===== src/rtl/dod_pkg.sv =====
// ----------------------------------------------------------------------------
// dod_pkg
// Shared widths, word layouts and register indexes of the detection output
// decoder.
// ----------------------------------------------------------------------------
package dod_pkg;

   // field widths
   localparam int COORD_W   = 16;
   localparam int SIZE_W    = 15;
   localparam int SCORE_W   = 16;
   localparam int PAD_W     = 14;
   localparam int SCALE_W   = 16;
   localparam int LIMIT_W   = 16;
   localparam int CLASS_W   = 7;

   // request word: center_x, center_y, box_w, box_h, class_score (+2 pad bits)
   localparam int REQ_DATA_W = 80;
   // response word: left, top, width_out, height_out, best_score, best_class
   localparam int RSP_DATA_W = 88;

   // Q.5 corner before scaling, and its product with the Q4.12 scale
   localparam int E_W = 19;
   localparam int P_W = 36;
   // rounding offset and shift that take Q.17 back to Q.4
   localparam int RND_SHIFT = 13;
   localparam logic [P_W-1:0] ROUND_HALF = P_W'(4096);

   // configuration port
   localparam int CSR_ADDR_W = 5;
   localparam int CSR_DATA_W = 32;

   typedef enum logic [2:0] {
      REG_CONF_THRESHOLD = 3'd0,
      REG_PAD_LEFT       = 3'd1,
      REG_PAD_TOP        = 3'd2,
      REG_INV_SCALE      = 3'd3,
      REG_IMAGE_WIDTH    = 3'd4,
      REG_IMAGE_HEIGHT   = 3'd5
   } csr_reg_type;

   localparam logic [SCORE_W-1:0] CONF_THRESHOLD_RST = 16'd16384;
   localparam logic [SCALE_W-1:0] INV_SCALE_RST      = 16'd4096;
   localparam logic [LIMIT_W-1:0] IMAGE_WIDTH_RST    = 16'd10240;
   localparam logic [LIMIT_W-1:0] IMAGE_HEIGHT_RST   = 16'd7680;

endpackage


===== src/rtl/detection_output_decoder_core.sv =====
// ----------------------------------------------------------------------------
// detection_output_decoder_core
// Running argmax over the class scores of one anchor; on the anchor's last
// word the box is shifted, scaled, rounded and clamped and given out if the
// best score reaches the threshold.
// ----------------------------------------------------------------------------
//  channel  direction  handshake            payload
//  req      in         tvalid/tready        tdata: box and score, tlast: last_class
//  rsp      out        tvalid/tready        tdata: box, best score and class
//  csr      in         psel/penable/pready  six registers at 4*i, pready high
//
//  One word is taken every cycle while the response side drains. Words run
//  through four register stages (input, products, corners, response). The
//  four corner multipliers set the stage after the input register.
//  Reset is synchronous; it clears argmax state and valid bits, loads CSR defaults.
//  A stalled response holds every stage, and req_tready falls with it.
// ----------------------------------------------------------------------------
module detection_output_decoder_core
   import dod_pkg::*;
#(
   parameter int MAX_CLASSES = 128
) (
   input  logic                  clock,
   input  logic                  reset,
   // center_x[15:0], center_y[31:16], box_w[46:32], box_h[61:47],
   // class_score[77:62], zeros[79:78]
   input  logic [REQ_DATA_W-1:0] req_tdata,
   input  logic                  req_tlast,
   input  logic                  req_tvalid,
   output logic                  req_tready,
   // left[15:0], top[31:16], width_out[47:32], height_out[63:48],
   // best_score[79:64], best_class[86:80], zero[87]
   output logic [RSP_DATA_W-1:0] rsp_tdata,
   output logic                  rsp_tvalid,
   input  logic                  rsp_tready,
   input  logic                  csr_psel,
   input  logic                  csr_penable,
   input  logic                  csr_pwrite,
   input  logic [CSR_ADDR_W-1:0] csr_paddr,
   input  logic [CSR_DATA_W-1:0] csr_pwdata,
   output logic [CSR_DATA_W-1:0] csr_prdata,
   output logic                  csr_pready
);

   localparam int CNT_W = (MAX_CLASSES > 1) ? $clog2(MAX_CLASSES) : 1;

   // configuration registers
   logic [SCORE_W-1:0] conf_threshold_ff;
   logic [PAD_W-1:0]   pad_left_ff;
   logic [PAD_W-1:0]   pad_top_ff;
   logic [SCALE_W-1:0] inv_scale_ff;
   logic [LIMIT_W-1:0] image_width_ff;
   logic [LIMIT_W-1:0] image_height_ff;

   logic        csr_write;
   csr_reg_type csr_index;

   assign csr_pready = 1'b1;
   assign csr_write  = csr_psel & csr_penable & csr_pwrite;
   assign csr_index  = csr_reg_type'(csr_paddr[CSR_ADDR_W-1:2]);

   always_ff @(posedge clock) begin
      if (reset) begin
         conf_threshold_ff <= CONF_THRESHOLD_RST;
         pad_left_ff       <= '0;
         pad_top_ff        <= '0;
         inv_scale_ff      <= INV_SCALE_RST;
         image_width_ff    <= IMAGE_WIDTH_RST;
         image_height_ff   <= IMAGE_HEIGHT_RST;
      end else if (csr_write) begin
         unique case (csr_index)
            REG_CONF_THRESHOLD: conf_threshold_ff <= csr_pwdata[SCORE_W-1:0];
            REG_PAD_LEFT:       pad_left_ff       <= csr_pwdata[PAD_W-1:0];
            REG_PAD_TOP:        pad_top_ff        <= csr_pwdata[PAD_W-1:0];
            REG_INV_SCALE:      inv_scale_ff      <= csr_pwdata[SCALE_W-1:0];
            REG_IMAGE_WIDTH:    image_width_ff    <= csr_pwdata[LIMIT_W-1:0];
            REG_IMAGE_HEIGHT:   image_height_ff   <= csr_pwdata[LIMIT_W-1:0];
            default: ;
         endcase
      end
   end

   always_comb begin
      unique case (csr_index)
         REG_CONF_THRESHOLD: csr_prdata = CSR_DATA_W'(conf_threshold_ff);
         REG_PAD_LEFT:       csr_prdata = CSR_DATA_W'(pad_left_ff);
         REG_PAD_TOP:        csr_prdata = CSR_DATA_W'(pad_top_ff);
         REG_INV_SCALE:      csr_prdata = CSR_DATA_W'(inv_scale_ff);
         REG_IMAGE_WIDTH:    csr_prdata = CSR_DATA_W'(image_width_ff);
         REG_IMAGE_HEIGHT:   csr_prdata = CSR_DATA_W'(image_height_ff);
         default:            csr_prdata = '0;
      endcase
   end

   // whole pipeline moves together whenever the response slot can take a word
   logic advance;
   logic rsp_valid_ff;

   assign advance    = ~rsp_valid_ff | rsp_tready;
   assign req_tready = advance;

   // ---------------------------------------------------------------- input
   logic                      s0_valid_ff;
   logic signed [COORD_W-1:0] s0_cx_ff;
   logic signed [COORD_W-1:0] s0_cy_ff;
   logic [SIZE_W-1:0]         s0_bw_ff;
   logic [SIZE_W-1:0]         s0_bh_ff;
   logic [SCORE_W-1:0]        s0_score_ff;
   logic                      s0_last_ff;

   always_ff @(posedge clock) begin
      if (reset) begin
         s0_valid_ff <= 1'b0;
      end else if (advance) begin
         s0_valid_ff <= req_tvalid;
      end
   end

   always_ff @(posedge clock) begin
      if (advance) begin
         s0_cx_ff    <= req_tdata[15:0];
         s0_cy_ff    <= req_tdata[31:16];
         s0_bw_ff    <= req_tdata[46:32];
         s0_bh_ff    <= req_tdata[61:47];
         s0_score_ff <= req_tdata[77:62];
         s0_last_ff  <= req_tlast;
      end
   end

   // ---------------------------------------------------------------- argmax
   logic [SCORE_W-1:0] running_best_ff,  running_best_in;
   logic [CNT_W-1:0]   running_class_ff, running_class_in;
   logic [CNT_W-1:0]   class_counter_ff, class_counter_in;
   logic [SCORE_W-1:0] best_new;
   logic [CNT_W-1:0]   class_new;
   logic [CNT_W:0]     count_inc;
   logic               emit;

   always_comb begin
      // strictly greater, so ties keep the earlier class
      if (s0_score_ff > running_best_ff) begin
         best_new  = s0_score_ff;
         class_new = class_counter_ff;
      end else begin
         best_new  = running_best_ff;
         class_new = running_class_ff;
      end
      count_inc = {1'b0, class_counter_ff} + 1'b1;
      if (s0_last_ff) begin
         running_best_in  = '0;
         running_class_in = '0;
         class_counter_in = '0;
      end else begin
         running_best_in  = best_new;
         running_class_in = class_new;
         if (count_inc >= (CNT_W+1)'(MAX_CLASSES)) begin
            class_counter_in = '0;
         end else begin
            class_counter_in = count_inc[CNT_W-1:0];
         end
      end
      emit = s0_valid_ff & s0_last_ff & (best_new >= conf_threshold_ff);
   end

   always_ff @(posedge clock) begin
      if (reset) begin
         running_best_ff  <= '0;
         running_class_ff <= '0;
         class_counter_ff <= '0;
      end else if (advance && s0_valid_ff) begin
         running_best_ff  <= running_best_in;
         running_class_ff <= running_class_in;
         class_counter_ff <= class_counter_in;
      end
   end

   // ---------------------------------------------------------------- corners, Q.5 times Q4.12
   logic signed [E_W-1:0]   cx2, cy2, bw_s, bh_s, padl2, padt2;
   logic signed [E_W-1:0]   ex1, ex2, ey1, ey2;
   logic signed [SCALE_W:0] inv_s;
   logic signed [P_W-1:0]   px1, px2, py1, py2;

   assign cx2   = E_W'(s0_cx_ff) <<< 1;
   assign cy2   = E_W'(s0_cy_ff) <<< 1;
   assign bw_s  = signed'({{(E_W-SIZE_W){1'b0}}, s0_bw_ff});
   assign bh_s  = signed'({{(E_W-SIZE_W){1'b0}}, s0_bh_ff});
   assign padl2 = signed'({{(E_W-PAD_W-1){1'b0}}, pad_left_ff, 1'b0});
   assign padt2 = signed'({{(E_W-PAD_W-1){1'b0}}, pad_top_ff, 1'b0});
   assign ex1   = cx2 - bw_s - padl2;
   assign ex2   = cx2 + bw_s - padl2;
   assign ey1   = cy2 - bh_s - padt2;
   assign ey2   = cy2 + bh_s - padt2;
   assign inv_s = signed'({1'b0, inv_scale_ff});
   assign px1   = ex1 * inv_s;
   assign px2   = ex2 * inv_s;
   assign py1   = ey1 * inv_s;
   assign py2   = ey2 * inv_s;

   logic                  s1_valid_ff;
   logic signed [P_W-1:0] s1_px1_ff, s1_px2_ff, s1_py1_ff, s1_py2_ff;
   logic [SCORE_W-1:0]    s1_score_ff;
   logic [CLASS_W-1:0]    s1_class_ff;

   always_ff @(posedge clock) begin
      if (reset) begin
         s1_valid_ff <= 1'b0;
      end else if (advance) begin
         s1_valid_ff <= emit;
      end
   end

   always_ff @(posedge clock) begin
      if (advance) begin
         s1_px1_ff   <= px1;
         s1_px2_ff   <= px2;
         s1_py1_ff   <= py1;
         s1_py2_ff   <= py2;
         s1_score_ff <= best_new;
         s1_class_ff <= CLASS_W'(class_new);
      end
   end

   // ---------------------------------------------------------------- round and clamp
   function automatic logic [LIMIT_W-1:0] clamp_corner(input logic signed [P_W-1:0] p,
                                                       input logic [LIMIT_W-1:0]    limit);
      logic [P_W-1:0]         sum;
      logic [P_W-RND_SHIFT-1:0] q;
      sum = unsigned'(p) + ROUND_HALF;
      q   = sum[P_W-1:RND_SHIFT];
      if (p <= 0) begin
         clamp_corner = '0;
      end else if (q > (P_W-RND_SHIFT)'(limit)) begin
         clamp_corner = limit;
      end else begin
         clamp_corner = q[LIMIT_W-1:0];
      end
   endfunction

   logic               s2_valid_ff;
   logic [LIMIT_W-1:0] s2_x1_ff, s2_x2_ff, s2_y1_ff, s2_y2_ff;
   logic [SCORE_W-1:0] s2_score_ff;
   logic [CLASS_W-1:0] s2_class_ff;

   always_ff @(posedge clock) begin
      if (reset) begin
         s2_valid_ff <= 1'b0;
      end else if (advance) begin
         s2_valid_ff <= s1_valid_ff;
      end
   end

   always_ff @(posedge clock) begin
      if (advance) begin
         s2_x1_ff    <= clamp_corner(s1_px1_ff, image_width_ff);
         s2_x2_ff    <= clamp_corner(s1_px2_ff, image_width_ff);
         s2_y1_ff    <= clamp_corner(s1_py1_ff, image_height_ff);
         s2_y2_ff    <= clamp_corner(s1_py2_ff, image_height_ff);
         s2_score_ff <= s1_score_ff;
         s2_class_ff <= s1_class_ff;
      end
   end

   // ---------------------------------------------------------------- response
   logic [LIMIT_W-1:0]    width_in, height_in;
   logic [RSP_DATA_W-1:0] rsp_data_ff;

   assign width_in  = (s2_x2_ff >= s2_x1_ff) ? s2_x2_ff - s2_x1_ff : '0;
   assign height_in = (s2_y2_ff >= s2_y1_ff) ? s2_y2_ff - s2_y1_ff : '0;

   always_ff @(posedge clock) begin
      if (reset) begin
         rsp_valid_ff <= 1'b0;
      end else if (advance) begin
         rsp_valid_ff <= s2_valid_ff;
      end
   end

   always_ff @(posedge clock) begin
      if (advance) begin
         rsp_data_ff <= {1'b0, s2_class_ff, s2_score_ff, height_in, width_in,
                         s2_y1_ff, s2_x1_ff};
      end
   end

   assign rsp_tvalid = rsp_valid_ff;
   assign rsp_tdata  = rsp_data_ff;

endmodule


===== config.mk =====
export PLATFORM = sky130hd
export DESIGN_NAME = detection_output_decoder_core
export DESIGN_NICKNAME = d
export VERILOG_FILES = /design/src/rtl/dod_pkg.sv /design/src/rtl/detection_output_decoder_core.sv
export SDC_FILE = /design/constraint.sdc
export NUM_CORES = 2
export LEC_CHECK = 0
export BUFFER_PORTS_ARGS = -buffer_cell sky130_fd_sc_hd__clkbuf_2
export CORE_MARGIN = 8
export CORE_UTILIZATION = 60
export CTS_BUF_LIST = sky130_fd_sc_hd__clkbuf_4 sky130_fd_sc_hd__clkbuf_8 sky130_fd_sc_hd__clkbuf_16
export DETAILED_ROUTE_END_ITERATION = 16
export PLACE_DENSITY = 0.77
export REMOVE_ABC_BUFFERS = 1
export SLEW_MARGIN = 10
export SYNTH_ARGS = -nofsm -noshare
export SYNTH_HDL_FRONTEND = slang
export SYNTH_SLANG_ARGS = --single-unit

===== constraint.sdc =====
create_clock -name clock -period 16.2 [get_ports clock]
set_clock_uncertainty 0.15 [all_clocks]
set_input_delay 0 -clock clock [delete_from_list [all_inputs] [get_ports clock]]
set_output_delay 0 -clock clock [all_outputs]
set_load 0.005 [all_outputs]

==> results by group <==
Die
  • Core box area: 128,000 um2
  • Starting Density: 0.605
  • # rows: about 130
  • DIE AREA: between 100,000 and 150,000 um2
  • Die boundary width: about 370 um
  • Die height: 375 um
  • Number of top-level pins: between 200 and 250

Worst setup path
  • Critical path required time: ~16 ns
  • Critical path peak fanout: 16
  • Worst setup SP type: flop
  • Terminus of the critical flop-to-flop path: s1_px2_ff[35]
  • CP max-delay cell: fa_1
  • Reg2reg setup slack: 4.89 ns
  • Worst path most repeated cell: fa_1
  • R2R cell count: 31
  • CP Class: flop to flop
  • Worst flop-to-flop path startpoint: pad_left_ff[0]
  • CP arrival: approximately 12 ns
  • Nature of the critical path endpoint: flop
  • Slowest Stage Delay on Critical Path: 1.07 ns

STA
  • Minimum clock period: ~11 ns
  • Final-report hold violation count: 0
  • Final Slew Violations: 0
  • Final Setup Violations: 0
  • Final WS setup: around 4.9 ns
  • Normalized max-slew margin: 0.139
  • Fmax: 0.0884 GHz
  • Least-Margin Pin Slew: about 1.3 ns
  • Worst hold slack: 0.0647 ns
  • Setup_tns: 0 ns
  • Crit share post-route: 0.698
  • RSZ-0062 raised after global routing: false

Run
  • Max cap viols: 0

Clocking
  • Clock-pin slew on the worst setup and hold paths: around 0.060 ns
  • Inserted Clock Buffers: 61
  • CTS Buffer Depth: 3
  • Clk_lat worst skew: roughly 0.70 ns
  • Htree depth: 2
  • Post-CTS Resized: 0
  • CTS Sinks: between 500 and 600
  • Clock Tree Root: clkbuf_16
  • CTS tree: built

Route
  • Detail Route Antenna Nets: 0
  • Number of remaining DRC errors: 0
  • Via Count: ~60,000
  • Initial DRC count: 5,555
  • DR WL/cell: between 20 and 25 um
  • Final WL: approximately 220,000 um
  • Via-per-instance ratio: just under 6
  • TritonRoute pass-1 iters: 6

Logic synthesis
  • Distinct cell type count after synthesis: 99
  • Number of flops mapped to enable cells by yosys: 420
  • Async SR Flop Fraction: 0
  • Mapped cell area: 77,200 um2
  • Ys flop type: edfxtp_1
  • Yosys reg bits: approximately 550
  • Mean Syn Cell Area: between 9 and 10 um2
  • Cells after Synth: approximately 8,200
  • Warnings from Yosys: 0
  • Fraction of the yosys area taken by sequential cells: 0.196

Cells and area
  • Area growth syn-to-layout: 8.60%
  • Fillers: 10,000
  • Final Util: 0.657
  • Area used by multi-input combinational logic: between 50,000 and 60,000 um2
  • Layout Cells excl Fill: about 10,000
  • Commonest cells after routing, fill and taps aside: 1,732 x inv_1, 1,276 x fa_1, 978 x nand2_1
  • Most common cell after layout, fill and taps aside: inv_1
  • Register Area: around 15,000 um2
  • Layout cells sized above 1: 0.0682
  • NumNets Final: a little over 10,000

Worst hold path
  • Hold wc startpoint: req_tdata[19]
  • Hold Path Class: primary input to flop
  • Worst hold stages: 2
  • Worst Hold Path EP: s0_cy_ff[3]

Global routing
  • Global-route wire length before repair: 346,000 um
  • Global route overflow: 0
  • Largest net degree at the start of global routing: between 150 and 200
  • Number of antenna violations at the first check in global routing: 8
  • Number of global-route vias before repair: about 63,000
  • Tot GR Track Use: 0.310

Placement
  • Place WS: about 5 ns
  • DP Cell Count: around 9,800
  • DPL Wire Length: 164,000 um
  • PortBufs: around 210
  • GP Congestion: about 1

Status
  • Run status: completed

Power
  • Cell Pwr Density: 78.3 nW/um2
  • P_leak: 0.0404 uW
  • VDD IR-drop max: between 100 and 150 uV
synthesized netlist by cell type, types with 28 or more instances:
library cell / n / area [um2]
nand4_1: 54 / 338
and2_1: 445 / 2780
dfxtp_1: 126 / 2520
a21oi_1: 296 / 1480
clkbuf_1: 324 / 1220
nor2_1: 251 / 942
edfxtp_1: 420 / 12600
a211oi_1: 50 / 375
inv_1: 1732 / 6500
a21o_1: 98 / 736
mux2i_1: 35 / 350
nor2b_1: 99 / 619
xnor2_1: 200 / 1750
a31oi_1: 32 / 200
nand2b_1: 43 / 269
o21a_1: 60 / 450
nor3_1: 97 / 485
nand2_1: 978 / 3670
fa_1: 1276 / 25500
ha_1: 567 / 7090
nor4_1: 52 / 325
o21ai_0: 144 / 721
and3_1: 67 / 419
xor2_1: 63 / 552
mux2_2: 28 / 315
nand3_1: 147 / 736
where the power goes:
| part | internal, uW | switching [uW] |
|---|---|---|
| combinational | 1140 | 1970 |
| sequential | 1770 | 276 |
| clock | 790 | 630 |
cell type report:
class,count,area share
tap,1662,0.0248
multi-input combinational,5556,0.649
clock inverter,32,0.00325
inverter,1733,0.0775
antenna,12,0.000358
timing repair buffer,492,0.0433
sequential,546,0.181
clock buffer,81,0.0207
what timing repair did:
action | CTS | global route
hold buffers | 179 | 0
buffers inserted | 0 | 0
hold endpoints to repair | 181 | 0
layer usage:
metal | vias to the layer above | share of wire | global-route usage
met5 | - | 0.000051 | 0
li1 | 26200 | - | -
met2 | 2847 | 0.46 | 0.507
met4 | 2 | 0.041 | 0.106
met1 | 30000 | 0.39 | 0.409
met3 | 565 | 0.10 | 0.0694
how the worst max path moves through the flow:
stage	endpoint	slack [ns]	cells after the start	start
3_5_place_dp	s1_px2_ff[32]	5.07	31	pad_left_ff[0]
5_1_grt	s1_px2_ff[32]	4.30	31	pad_left_ff[0]
3_3_place_gp	s1_px2_ff[35]	5.27	31	pad_left_ff[0]
4_1_cts	s1_px2_ff[32]	5.00	31	pad_left_ff[0]
2_1_floorplan	running_best_ff[0]	3.12	5	rsp_tready
6_report	s1_px2_ff[35]	4.89	31	pad_left_ff[0]
through the flow:
stage,total power (uW),instance area [um2]
2_1_floorplan,3960,75800
3_3_place_gp,4970,80100
4_1_cts,6500,83900
5_1_grt,6980,83900
3_5_place_dp,5050,80100
6_report,6570,83900
flip-flops by register name, indices dropped and copies added, names as in the netlist, 16 cells and up:
name               count
s1_px2_ff             36
s0_score_ff           16
running_best_ff       16
s2_y1_ff              16
s1_py1_ff             36
rsp_tdata             87
image_height_ff       16
s2_x2_ff              16
s2_score_ff           16
s2_x1_ff              16
s2_y2_ff              16
inv_scale_ff          16
s1_px1_ff             36
conf_threshold_ff     16
s1_py2_ff             36
image_width_ff        16
s0_cy_ff              16
s0_cx_ff              16
s1_score_ff           16
cell families after synthesis:
group / count (synthesis) / synth area share
adder cells (fa/ha/maj): 1854 / 0.424
flip-flops: 546 / 0.196
buffers and inverters: 2099 / 0.103
AO/OA/AOI/OAI: 967 / 0.0832
multiplexers: 67 / 0.00978
other: 2 / 0.0000972
XOR/XNOR: 263 / 0.0298
AND/OR/NAND/NOR: 2387 / 0.154
worst max-delay path, delay by kind of cell (launching register included):
family | cells | cell delay [ns]
adders and majority gates | 9 | 5.00
AOI/OAI and AO/OA | 8 | 2.34
and+or+nand+nor | 7 | 2.17
buffers and inverters | 6 | 0.68
DFF | 1 | 0.53
xor gates and xnor gates | 1 | 0.13
No activity file was read; power rests on OpenSTA's default activity.
